<file path="config.mk">
export PLATFORM = sky130hd
export DESIGN_NAME = route_table_min_metric_lookup_top
export DESIGN_NICKNAME = d
export VERILOG_FILES = /design/src/hdl/rtml_pkg.sv /design/src/hdl/route_table_min_metric_lookup_top.sv /design/src/hdl/rtml_front.sv /design/src/hdl/rtml_queue.sv /design/src/hdl/rtml_engine.sv
export SDC_FILE = /design/constraint.sdc
export NUM_CORES = 2
export LEC_CHECK = 0
export BUFFER_PORTS_ARGS = -buffer_cell sky130_fd_sc_hd__buf_2
export CAP_MARGIN = 15
export CORE_ASPECT_RATIO = 0.75
export CORE_MARGIN = 2
export CORE_UTILIZATION = 53
export CTS_CLUSTER_SIZE = 12
export DETAILED_ROUTE_END_ITERATION = 8
export MAX_ROUTING_LAYER = met4
export PLACE_DENSITY_LB_ADDON = 0.15
export SLEW_MARGIN = 30
export SYNTH_ARGS = -nofsm -noshare
export SYNTH_HDL_FRONTEND = slang
export SYNTH_SLANG_ARGS = --single-unit
export TNS_END_PERCENT = 50
</file>
<file path="constraint.sdc">
create_clock -name clock -period 12.73 [get_ports clock]
set_clock_uncertainty 0.15 [all_clocks]
set_input_delay 2.546 -clock clock [delete_from_list [all_inputs] [get_ports clock]]
set_output_delay 2.546 -clock clock [all_outputs]
set_load 0.02 [all_outputs]
</file>
<file path="src/hdl/rtml_pkg.sv">
`timescale 1ns / 1ps
// ---------------------------------------------------------------------------
// rtml_pkg: route table lookup types and codes
// shared request/response words, op codes and engine state
// ---------------------------------------------------------------------------
package rtml_pkg;

   localparam logic [2:0] OP_ADD    = 3'd0;
   localparam logic [2:0] OP_REMOVE = 3'd1;
   localparam logic [2:0] OP_LOOKUP = 3'd2;
   localparam logic [2:0] OP_UPDATE = 3'd3;
   localparam logic [2:0] OP_AGE    = 3'd4;

   localparam logic [15:0] METRIC_MAX = 16'hFFFF;
   localparam logic [7:0]  MAX_PRIORITY_RESET = 8'd3;

   typedef struct packed {
      logic [2:0]  op;
      logic [31:0] route_id;
      logic [15:0] dst_addr;
      logic [7:0]  priority_req;
      logic [7:0]  ttl;
      logic [15:0] first_hop;
      logic        hop_valid;
      logic [15:0] delta;
   } req_type;

   typedef struct packed {
      logic        ok;
      logic        found;
      logic [31:0] match_id;
      logic [15:0] match_metric;
      logic [15:0] fwd_hop;
   } rsp_type;

   // classified command from the front end
   typedef struct packed {
      req_type req;
      logic    prio_ok;
   } cmd_type;

   typedef enum logic [1:0] {
      ST_IDLE,
      ST_SCAN,
      ST_APPLY,
      ST_DONE
   } eng_state_type;

endpackage

</file>
<file path="src/hdl/route_table_min_metric_lookup_top.sv">
`timescale 1ns / 1ps
// ---------------------------------------------------------------------------
// route_table_min_metric_lookup_top: route table with min-metric lookup
//
//   channel  ports                     direction
//   request  push full req_word        in
//   result   pop empty rsp_word        out
//   config   csr_we csr_wdata          in
//
// each word passes through the engine in order: the idle state picks it up,
// the scan reads one slot per cycle, the apply step updates the table and
// the done step posts the result.
// a two-entry queue lets req take words while the engine is busy.
// a held result stalls the apply step; the queue keeps taking words until full.
// synchronous reset empties the table and sets max priority to 3.
// ---------------------------------------------------------------------------
module route_table_min_metric_lookup_top #(
   parameter int TABLE_DEPTH = 16
) (
   input  logic              clock,
   input  logic              reset,
   input  logic              push,
   output logic              full,
   input  rtml_pkg::req_type req_word,
   output logic              empty,
   input  logic              pop,
   output rtml_pkg::rsp_type rsp_word,
   input  logic              csr_we,
   input  logic [7:0]        csr_wdata
);
   import rtml_pkg::*;

   cmd_type cmd_f, cmd_q;
   logic    q_empty, q_pop;

   rtml_front u_front (
      .clock(clock), .reset(reset), .csr_we(csr_we), .csr_wdata(csr_wdata),
      .req_in(req_word), .cmd_out(cmd_f)
   );

   rtml_queue u_queue (
      .clock(clock), .reset(reset), .push(push), .push_data(cmd_f),
      .full(full), .pop(q_pop), .empty(q_empty), .pop_data(cmd_q)
   );

   rtml_engine #(.TABLE_DEPTH(TABLE_DEPTH)) u_engine (
      .clock(clock), .reset(reset), .cmd_empty(q_empty), .cmd_in(cmd_q),
      .cmd_pop(q_pop), .rsp_empty(empty), .rsp_pop(pop), .rsp_data(rsp_word)
   );
endmodule

</file>
<file path="src/hdl/rtml_front.sv">
`timescale 1ns / 1ps
// ---------------------------------------------------------------------------
// rtml_front: request classifier
// checks the priority limit, holds the limit register
// ---------------------------------------------------------------------------
module rtml_front (
   input  logic              clock,
   input  logic              reset,
   input  logic              csr_we,
   input  logic [7:0]        csr_wdata,
   input  rtml_pkg::req_type req_in,
   output rtml_pkg::cmd_type cmd_out
);
   import rtml_pkg::*;

   logic [7:0] max_prio_ff;

   always_ff @(posedge clock) begin
      if (reset) begin
         max_prio_ff <= MAX_PRIORITY_RESET;
      end else if (csr_we) begin
         max_prio_ff <= csr_wdata;
      end
   end

   always_comb begin
      cmd_out.req      = req_in;
      cmd_out.prio_ok  = (req_in.priority_req <= max_prio_ff);
   end
endmodule

</file>
<file path="src/hdl/rtml_queue.sv">
`timescale 1ns / 1ps
// ---------------------------------------------------------------------------
// rtml_queue: two-entry command queue
// decouples the classifier from the table engine
// ---------------------------------------------------------------------------
module rtml_queue (
   input  logic              clock,
   input  logic              reset,
   input  logic              push,
   input  rtml_pkg::cmd_type push_data,
   output logic              full,
   input  logic              pop,
   output logic              empty,
   output rtml_pkg::cmd_type pop_data
);
   import rtml_pkg::*;

   cmd_type    mem_ff [2];
   logic       wr_ff, rd_ff;
   logic [1:0] cnt_ff;

   assign full     = (cnt_ff == 2'd2);
   assign empty    = (cnt_ff == 2'd0);
   assign pop_data = mem_ff[rd_ff];

   always_ff @(posedge clock) begin
      if (push && !full) begin
         mem_ff[wr_ff] <= push_data;
      end
   end

   always_ff @(posedge clock) begin
      if (reset) begin
         wr_ff  <= 1'b0;
         rd_ff  <= 1'b0;
         cnt_ff <= 2'd0;
      end else begin
         if (push && !full) wr_ff <= ~wr_ff;
         if (pop && !empty) rd_ff <= ~rd_ff;
         cnt_ff <= cnt_ff + 2'(push && !full) - 2'(pop && !empty);
      end
   end
endmodule

</file>
<file path="src/hdl/rtml_engine.sv">
`timescale 1ns / 1ps
// ---------------------------------------------------------------------------
// rtml_engine: route table engine
// walks the slots one a cycle, then applies the command and posts a word
// ---------------------------------------------------------------------------
module rtml_engine #(
   parameter int TABLE_DEPTH = 16
) (
   input  logic              clock,
   input  logic              reset,
   input  logic              cmd_empty,
   input  rtml_pkg::cmd_type cmd_in,
   output logic              cmd_pop,
   output logic              rsp_empty,
   input  logic              rsp_pop,
   output rtml_pkg::rsp_type rsp_data
);
   import rtml_pkg::*;

   localparam int IW = (TABLE_DEPTH > 1) ? $clog2(TABLE_DEPTH) : 1;
   localparam int CW = $clog2(TABLE_DEPTH + 1);

   logic        used_ff   [TABLE_DEPTH];
   logic        active_ff [TABLE_DEPTH];
   logic [31:0] id_ff     [TABLE_DEPTH];
   logic [15:0] dest_ff   [TABLE_DEPTH];
   logic [7:0]  ttl_ff    [TABLE_DEPTH];
   logic [15:0] metric_ff [TABLE_DEPTH];
   logic [15:0] hop_ff    [TABLE_DEPTH];

   eng_state_type state_ff, state_in;
   logic [CW-1:0] idx_ff;
   logic [IW-1:0] slot;
   logic          free_hit_ff, id_hit_ff, best_hit_ff;
   logic [IW-1:0] free_ff, id_slot_ff, best_ff;
   logic [15:0]   best_met_ff;
   logic [31:0]   best_id_ff;
   logic          rsp_full_ff;
   rsp_type       rsp_ff;
   req_type       rq;
   logic          last;

   assign rq        = cmd_in.req;
   assign slot      = idx_ff[IW-1:0];
   assign last      = (idx_ff == CW'(TABLE_DEPTH - 1));
   assign rsp_empty = !rsp_full_ff;
   assign rsp_data  = rsp_ff;

   always_comb begin
      state_in = state_ff;
      cmd_pop  = 1'b0;
      case (state_ff)
         ST_IDLE:  if (!cmd_empty) state_in = ST_SCAN;
         ST_SCAN:  if (last) state_in = ST_APPLY;
         // hold until the previous result word has been taken
         ST_APPLY: if (!rsp_full_ff) state_in = ST_DONE;
         ST_DONE: begin
            if (!rsp_full_ff) begin
               cmd_pop  = 1'b1;
               state_in = ST_IDLE;
            end
         end
         default:  state_in = ST_IDLE;
      endcase
   end

   always_ff @(posedge clock) begin
      if (reset) state_ff <= ST_IDLE;
      else       state_ff <= state_in;
   end

   // scan: find free slot, id slot and best lookup candidate
   always_ff @(posedge clock) begin
      if (reset) begin
         idx_ff <= '0;
         free_hit_ff <= 1'b0;
         id_hit_ff <= 1'b0;
         best_hit_ff <= 1'b0;
      end else if (state_ff == ST_IDLE) begin
         idx_ff <= '0;
         free_hit_ff <= 1'b0;
         id_hit_ff <= 1'b0;
         best_hit_ff <= 1'b0;
         best_met_ff <= METRIC_MAX;
      end else if (state_ff == ST_SCAN) begin
         idx_ff <= idx_ff + 1'b1;
         if (!used_ff[slot] && !free_hit_ff) begin
            free_hit_ff <= 1'b1;
            free_ff     <= slot;
         end
         if (used_ff[slot] && id_ff[slot] == rq.route_id && !id_hit_ff) begin
            id_hit_ff  <= 1'b1;
            id_slot_ff <= slot;
         end
         if (used_ff[slot] && active_ff[slot] && dest_ff[slot] == rq.dst_addr &&
             (metric_ff[slot] < best_met_ff ||
              (best_hit_ff && metric_ff[slot] == best_met_ff &&
               id_ff[slot] < best_id_ff))) begin
            best_hit_ff <= 1'b1;
            best_ff     <= slot;
            best_met_ff <= metric_ff[slot];
            best_id_ff  <= id_ff[slot];
         end
      end
   end

   // table update and result
   always_ff @(posedge clock) begin
      if (reset) begin
         rsp_full_ff <= 1'b0;
         for (int i = 0; i < TABLE_DEPTH; i++) begin
            used_ff[i]   <= 1'b0;
            active_ff[i] <= 1'b0;
         end
      end else begin
         if (rsp_pop && rsp_full_ff) rsp_full_ff <= 1'b0;
         if (state_ff == ST_APPLY && !rsp_full_ff) begin
            rsp_ff <= '0;
            case (rq.op)
               OP_ADD: begin
                  if (free_hit_ff && !id_hit_ff && cmd_in.prio_ok) begin
                     used_ff[free_ff]   <= 1'b1;
                     active_ff[free_ff] <= 1'b1;
                     id_ff[free_ff]     <= rq.route_id;
                     dest_ff[free_ff]   <= rq.dst_addr;
                     ttl_ff[free_ff]    <= rq.ttl;
                     metric_ff[free_ff] <= '0;
                     hop_ff[free_ff]    <= rq.hop_valid ? rq.first_hop : 16'd0;
                     rsp_ff.ok          <= 1'b1;
                  end
               end
               OP_REMOVE: begin
                  if (id_hit_ff) begin
                     used_ff[id_slot_ff]   <= 1'b0;
                     active_ff[id_slot_ff] <= 1'b0;
                     rsp_ff.ok             <= 1'b1;
                  end
               end
               OP_LOOKUP: begin
                  if (best_hit_ff) begin
                     rsp_ff.found        <= 1'b1;
                     rsp_ff.match_id     <= id_ff[best_ff];
                     rsp_ff.match_metric <= metric_ff[best_ff];
                     rsp_ff.fwd_hop      <= hop_ff[best_ff];
                  end
               end
               OP_UPDATE: begin
                  if (id_hit_ff) begin
                     metric_ff[id_slot_ff] <= metric_ff[id_slot_ff] + rq.delta;
                     rsp_ff.ok             <= 1'b1;
                  end
               end
               OP_AGE: begin
                  // every lane counts down on its own
                  for (int i = 0; i < TABLE_DEPTH; i++) begin
                     if (used_ff[i] && ttl_ff[i] != 8'd0) begin
                        ttl_ff[i] <= ttl_ff[i] - 8'd1;
                        if (ttl_ff[i] == 8'd1) active_ff[i] <= 1'b0;
                     end
                  end
                  rsp_ff.ok <= 1'b1;
               end
               default: ;
            endcase
         end
         if (state_ff == ST_DONE && !rsp_full_ff) rsp_full_ff <= 1'b1;
      end
   end
endmodule

</file>
==> metrics <==
result of the run=complete, no violations; Max rail drop VDD=0.1497 mV; most frequent cell after synthesis=edfxtp_1; layout cells sized above 1=27.37%; largest stage delay on the critical path=between 700 and 800 ps; IO Pins=181; total number of vias=~45,000; post-cts sizing count=0; gr ovfl total=0; Reg area=0.05337 mm2; critical-path cell list=buf_16 > buf_12 > inv_2 > buf_4 > nor2_1 > a221oi_1 > nor2_1 > a31oi_1 > ha_1 > a211oi_1 > o21ai_0 > o211ai_1 > a21oi_1 > o41ai_2 > o2bb2ai_1 > nand4_1 > nor2_4 > buf_16; CTS Buffer Depth=3; iteration count of the initial detailed-routing pass=6; per-instance average area after synthesis=17.95 um2; worst skew pair latency=around 850 ps; wirelength, routed=213.0 mm; first-pass GRT wire length=309.7 mm; worst hold-check path type=flip-flop to flip-flop; hold path cells=1; number of placement rows=124; dominant cells by area after synthesis=edfxtp_1, mux4_2, mux2i_1, ha_1, nor2_1; final setup TNS=0 ps; residual DRC count=0; arrival time of data at the critical path endpoint=7020 ps; critical-path maximum fanout=85; Max-Slew Margin vs Limit=33.44%; Power Dens Cells=140.2 mW/mm2; portion of the post-synthesis area used by sequential elements=around 65%; number of buffers inserted during clock tree synthesis=178; postcts setup bufs=0; syn_nets=a little under 5,000; number of max-cap violations=0; GRT Util Overall=between 20% and 30%; #FFs+latches synth=between 1,500 and 2,000; final hold vios=0; Synth Cell Area=between 0.08 and 0.09 mm2; cell-internal power=9.748 mW; final core utilization=59.40%; final instance area=0.09087 mm2; Iteration-0 DRC Markers=5,966; net total in the final layout=around 5,000; most frequent cells after synthesis=edfxtp_1, mux4_2, nor2_1; initial antenna violation count=8; Die Y-Extent=344.6 um; part of the total power dissipated in sequential elements=53.1%; Least-Margin Pin Slew=970.7 ps; RD Place Congestion=0.8924; biggest area consumer among synthesized cells=edfxtp_1; yosys warns=0; number of cell instances on the worst register-to-register path=18; area taken by multi-input logic gates=0.02727 mm2; number of global-route vias before repair=approximately 45,000; library cell used as clock root buffer=clkbuf_16; post-synthesis async set-or-reset flop share=0%; top achievable clock speed=between 150 and 200 MHz; slowest CP cell=buf_4; x dimension of the die=458.1 um; starting utilization of the core area=about 54%; minimum setup slack in the final design=6091 ps; Detail Route Antenna Nets=0; unrepaired setup endpoints after global routing=no; Netlist cell types=78; placed instance area=0.08557 mm2; max-slew violation count=0; total of endpoints with negative setup slack in the final report=0; placeable core region=~0.15 mm2; number of fillers in the final layout=11,170; maximum number of pins on one net before global-route repair=between 100 and 150; Num Clock Sinks=1,788; worst-case register-to-register setup slack=between 6000 and 7000 ps; Layout Area Growth over Synthesis=10.84%; sw power=2.995 mW; DR WL/cell=30.88 um; CP endpoint kind=flip-flop; Period Utilization, post-route=a little over half; hold buffer count at cts=0; detailed-placement wirelength estimate=approximately 130 mm; leak pwr=30.05 nW; number of enable-type register cells in the synthesized netlist=1,752; Setup crit start kind=flip-flop; main flop type after synthesis=edfxtp_1; Place WS=6060 ps; top cell type's share of synthesized area=between 60% and 70%; TritonCTS clock tree=yes; clock-pin transition on the worst setup and hold timing paths=60 ps; fraction of power spent switching nets=23.50%; mean number of vias per cell=6.550; required time of the critical path=13,110 ps; input/output buffers=180; Die Footprint=0.1579 mm2; H-Tree Level Count=4; shortest clock period the worst path allows after layout=6639 ps; synthesized netlist cell count=between 4,000 and 5,000; combinational share of power=around 8.6%; type of the worst setup path=flip-flop to flip-flop; clock share of power=between 30% and 40%
==> per-layer routing <==
layer | vias to the layer above | part of all wire [%] | global-route usage (%)
li1 | 18880 | - | -
met1 | 23690 | 42 | 40.17
met2 | 2320 | 46 | 41.40
met3 | 300 | 9.7 | 6.181
met4 | 0 | 2.2 | 7.254
met5 | - | 0 | -
==> power by group through the flow <==
stage          Combinational, mW  Clock (mW)  Sequential [mW]
4_1_cts                     1.08        4.96             6.78
3_3_place_gp                1.06           0             6.90
3_5_place_dp                1.08           0             6.90
6_report                    1.09        4.88             6.77
2_1_floorplan              0.673           0             6.90
5_1_grt                     1.19        5.18             6.78
==> layout by cell type, fill, tap and decap left out, drive strengths merged, types with 126 or more instances in the layout <==
cell	Yosys	layout
ha	126	126
nor2	295	295
nand2	158	158
buf	126	283
a21oi	155	155
inv	172	180
mux4	680	680
edfxtp	1752	1752
clkbuf	122	230
mux2i	181	181
==> final cells by class <==
cell class	count	share of cell area, %
Antenna cell	5	0.01377
Clock inverter	47	0.5287
Tap cell	2016	2.776
Sequential cell	1788	58.73
Clock buffer	230	5.184
Timing Repair Buffer	283	2.038
Multi-Input combinational cell	2358	30.01
Inverter	172	0.7133
==> flip-flops by register name, summed over array words and instances (netlist names), 2 cells and up, named ones only <==
| name | count |
|---|---|
| u_engine.id_ff | 512 |
| u_engine.dest_ff | 256 |
| u_engine.hop_ff | 256 |
| u_engine.metric_ff | 256 |
| u_queue.mem_ff | 186 |
| u_engine.ttl_ff | 128 |
| u_engine.rsp_data | 66 |
| u_engine.best_id_ff | 32 |
| u_engine.active_ff | 16 |
| u_engine.best_met_ff | 16 |
| u_engine.used_ff | 16 |
| u_front.max_prio_ff | 8 |
| u_engine.idx_ff | 5 |
| u_engine.best_ff | 4 |
| u_engine.free_ff | 4 |
| u_engine.id_slot_ff | 4 |
| u_engine.state_ff | 2 |
| u_queue.cnt_ff | 2 |
==> stage by stage <==
step / total power, mW / cells / hold slack, ps
floorplan: 7.575 / 4566 / 289.0
global placement: 7.956 / 6609 / 302.0
detailed placement: 7.979 / 6616 / 308.8
CTS: 12.82 / 6893 / 322.0
global route: 13.14 / 6899 / 337.7
finish: 12.74 / 6899 / 323.5
==> worst max-delay path, delay by kind of cell (launching register included) <==
family / cells / cell delay, ps
flops: 1 / 450
buf+inv: 5 / 1790
simple gates: 4 / 1170
compound gates: 8 / 2250
fa+ha+maj: 1 / 310
==> logic make-up after synthesis <==
family                   share of synthesized area (%)
multiplexers                                     21.55
buffers and inverters                            2.208
AO/OA/AOI/OAI                                    2.808
adder cells (fa/ha/maj)                          1.947
XOR/XNOR                                         2.009
AND/OR/NAND/NOR                                  4.418
flip-flops                                       65.05
==> worst paths after layout <==
path,start,endpoint
setup / recovery,flip-flop,u_engine.best_id_ff[12]$_DFFE_PP_
hold / removal,u_engine.best_ff[0]$_DFFE_PP_,flip-flop
setup reg to reg,flip-flop,u_engine.best_id_ff[12]$_DFFE_PP_
hold reg to reg,u_engine.best_ff[0]$_DFFE_PP_,flip-flop
(Power assumes the default switching activity.)
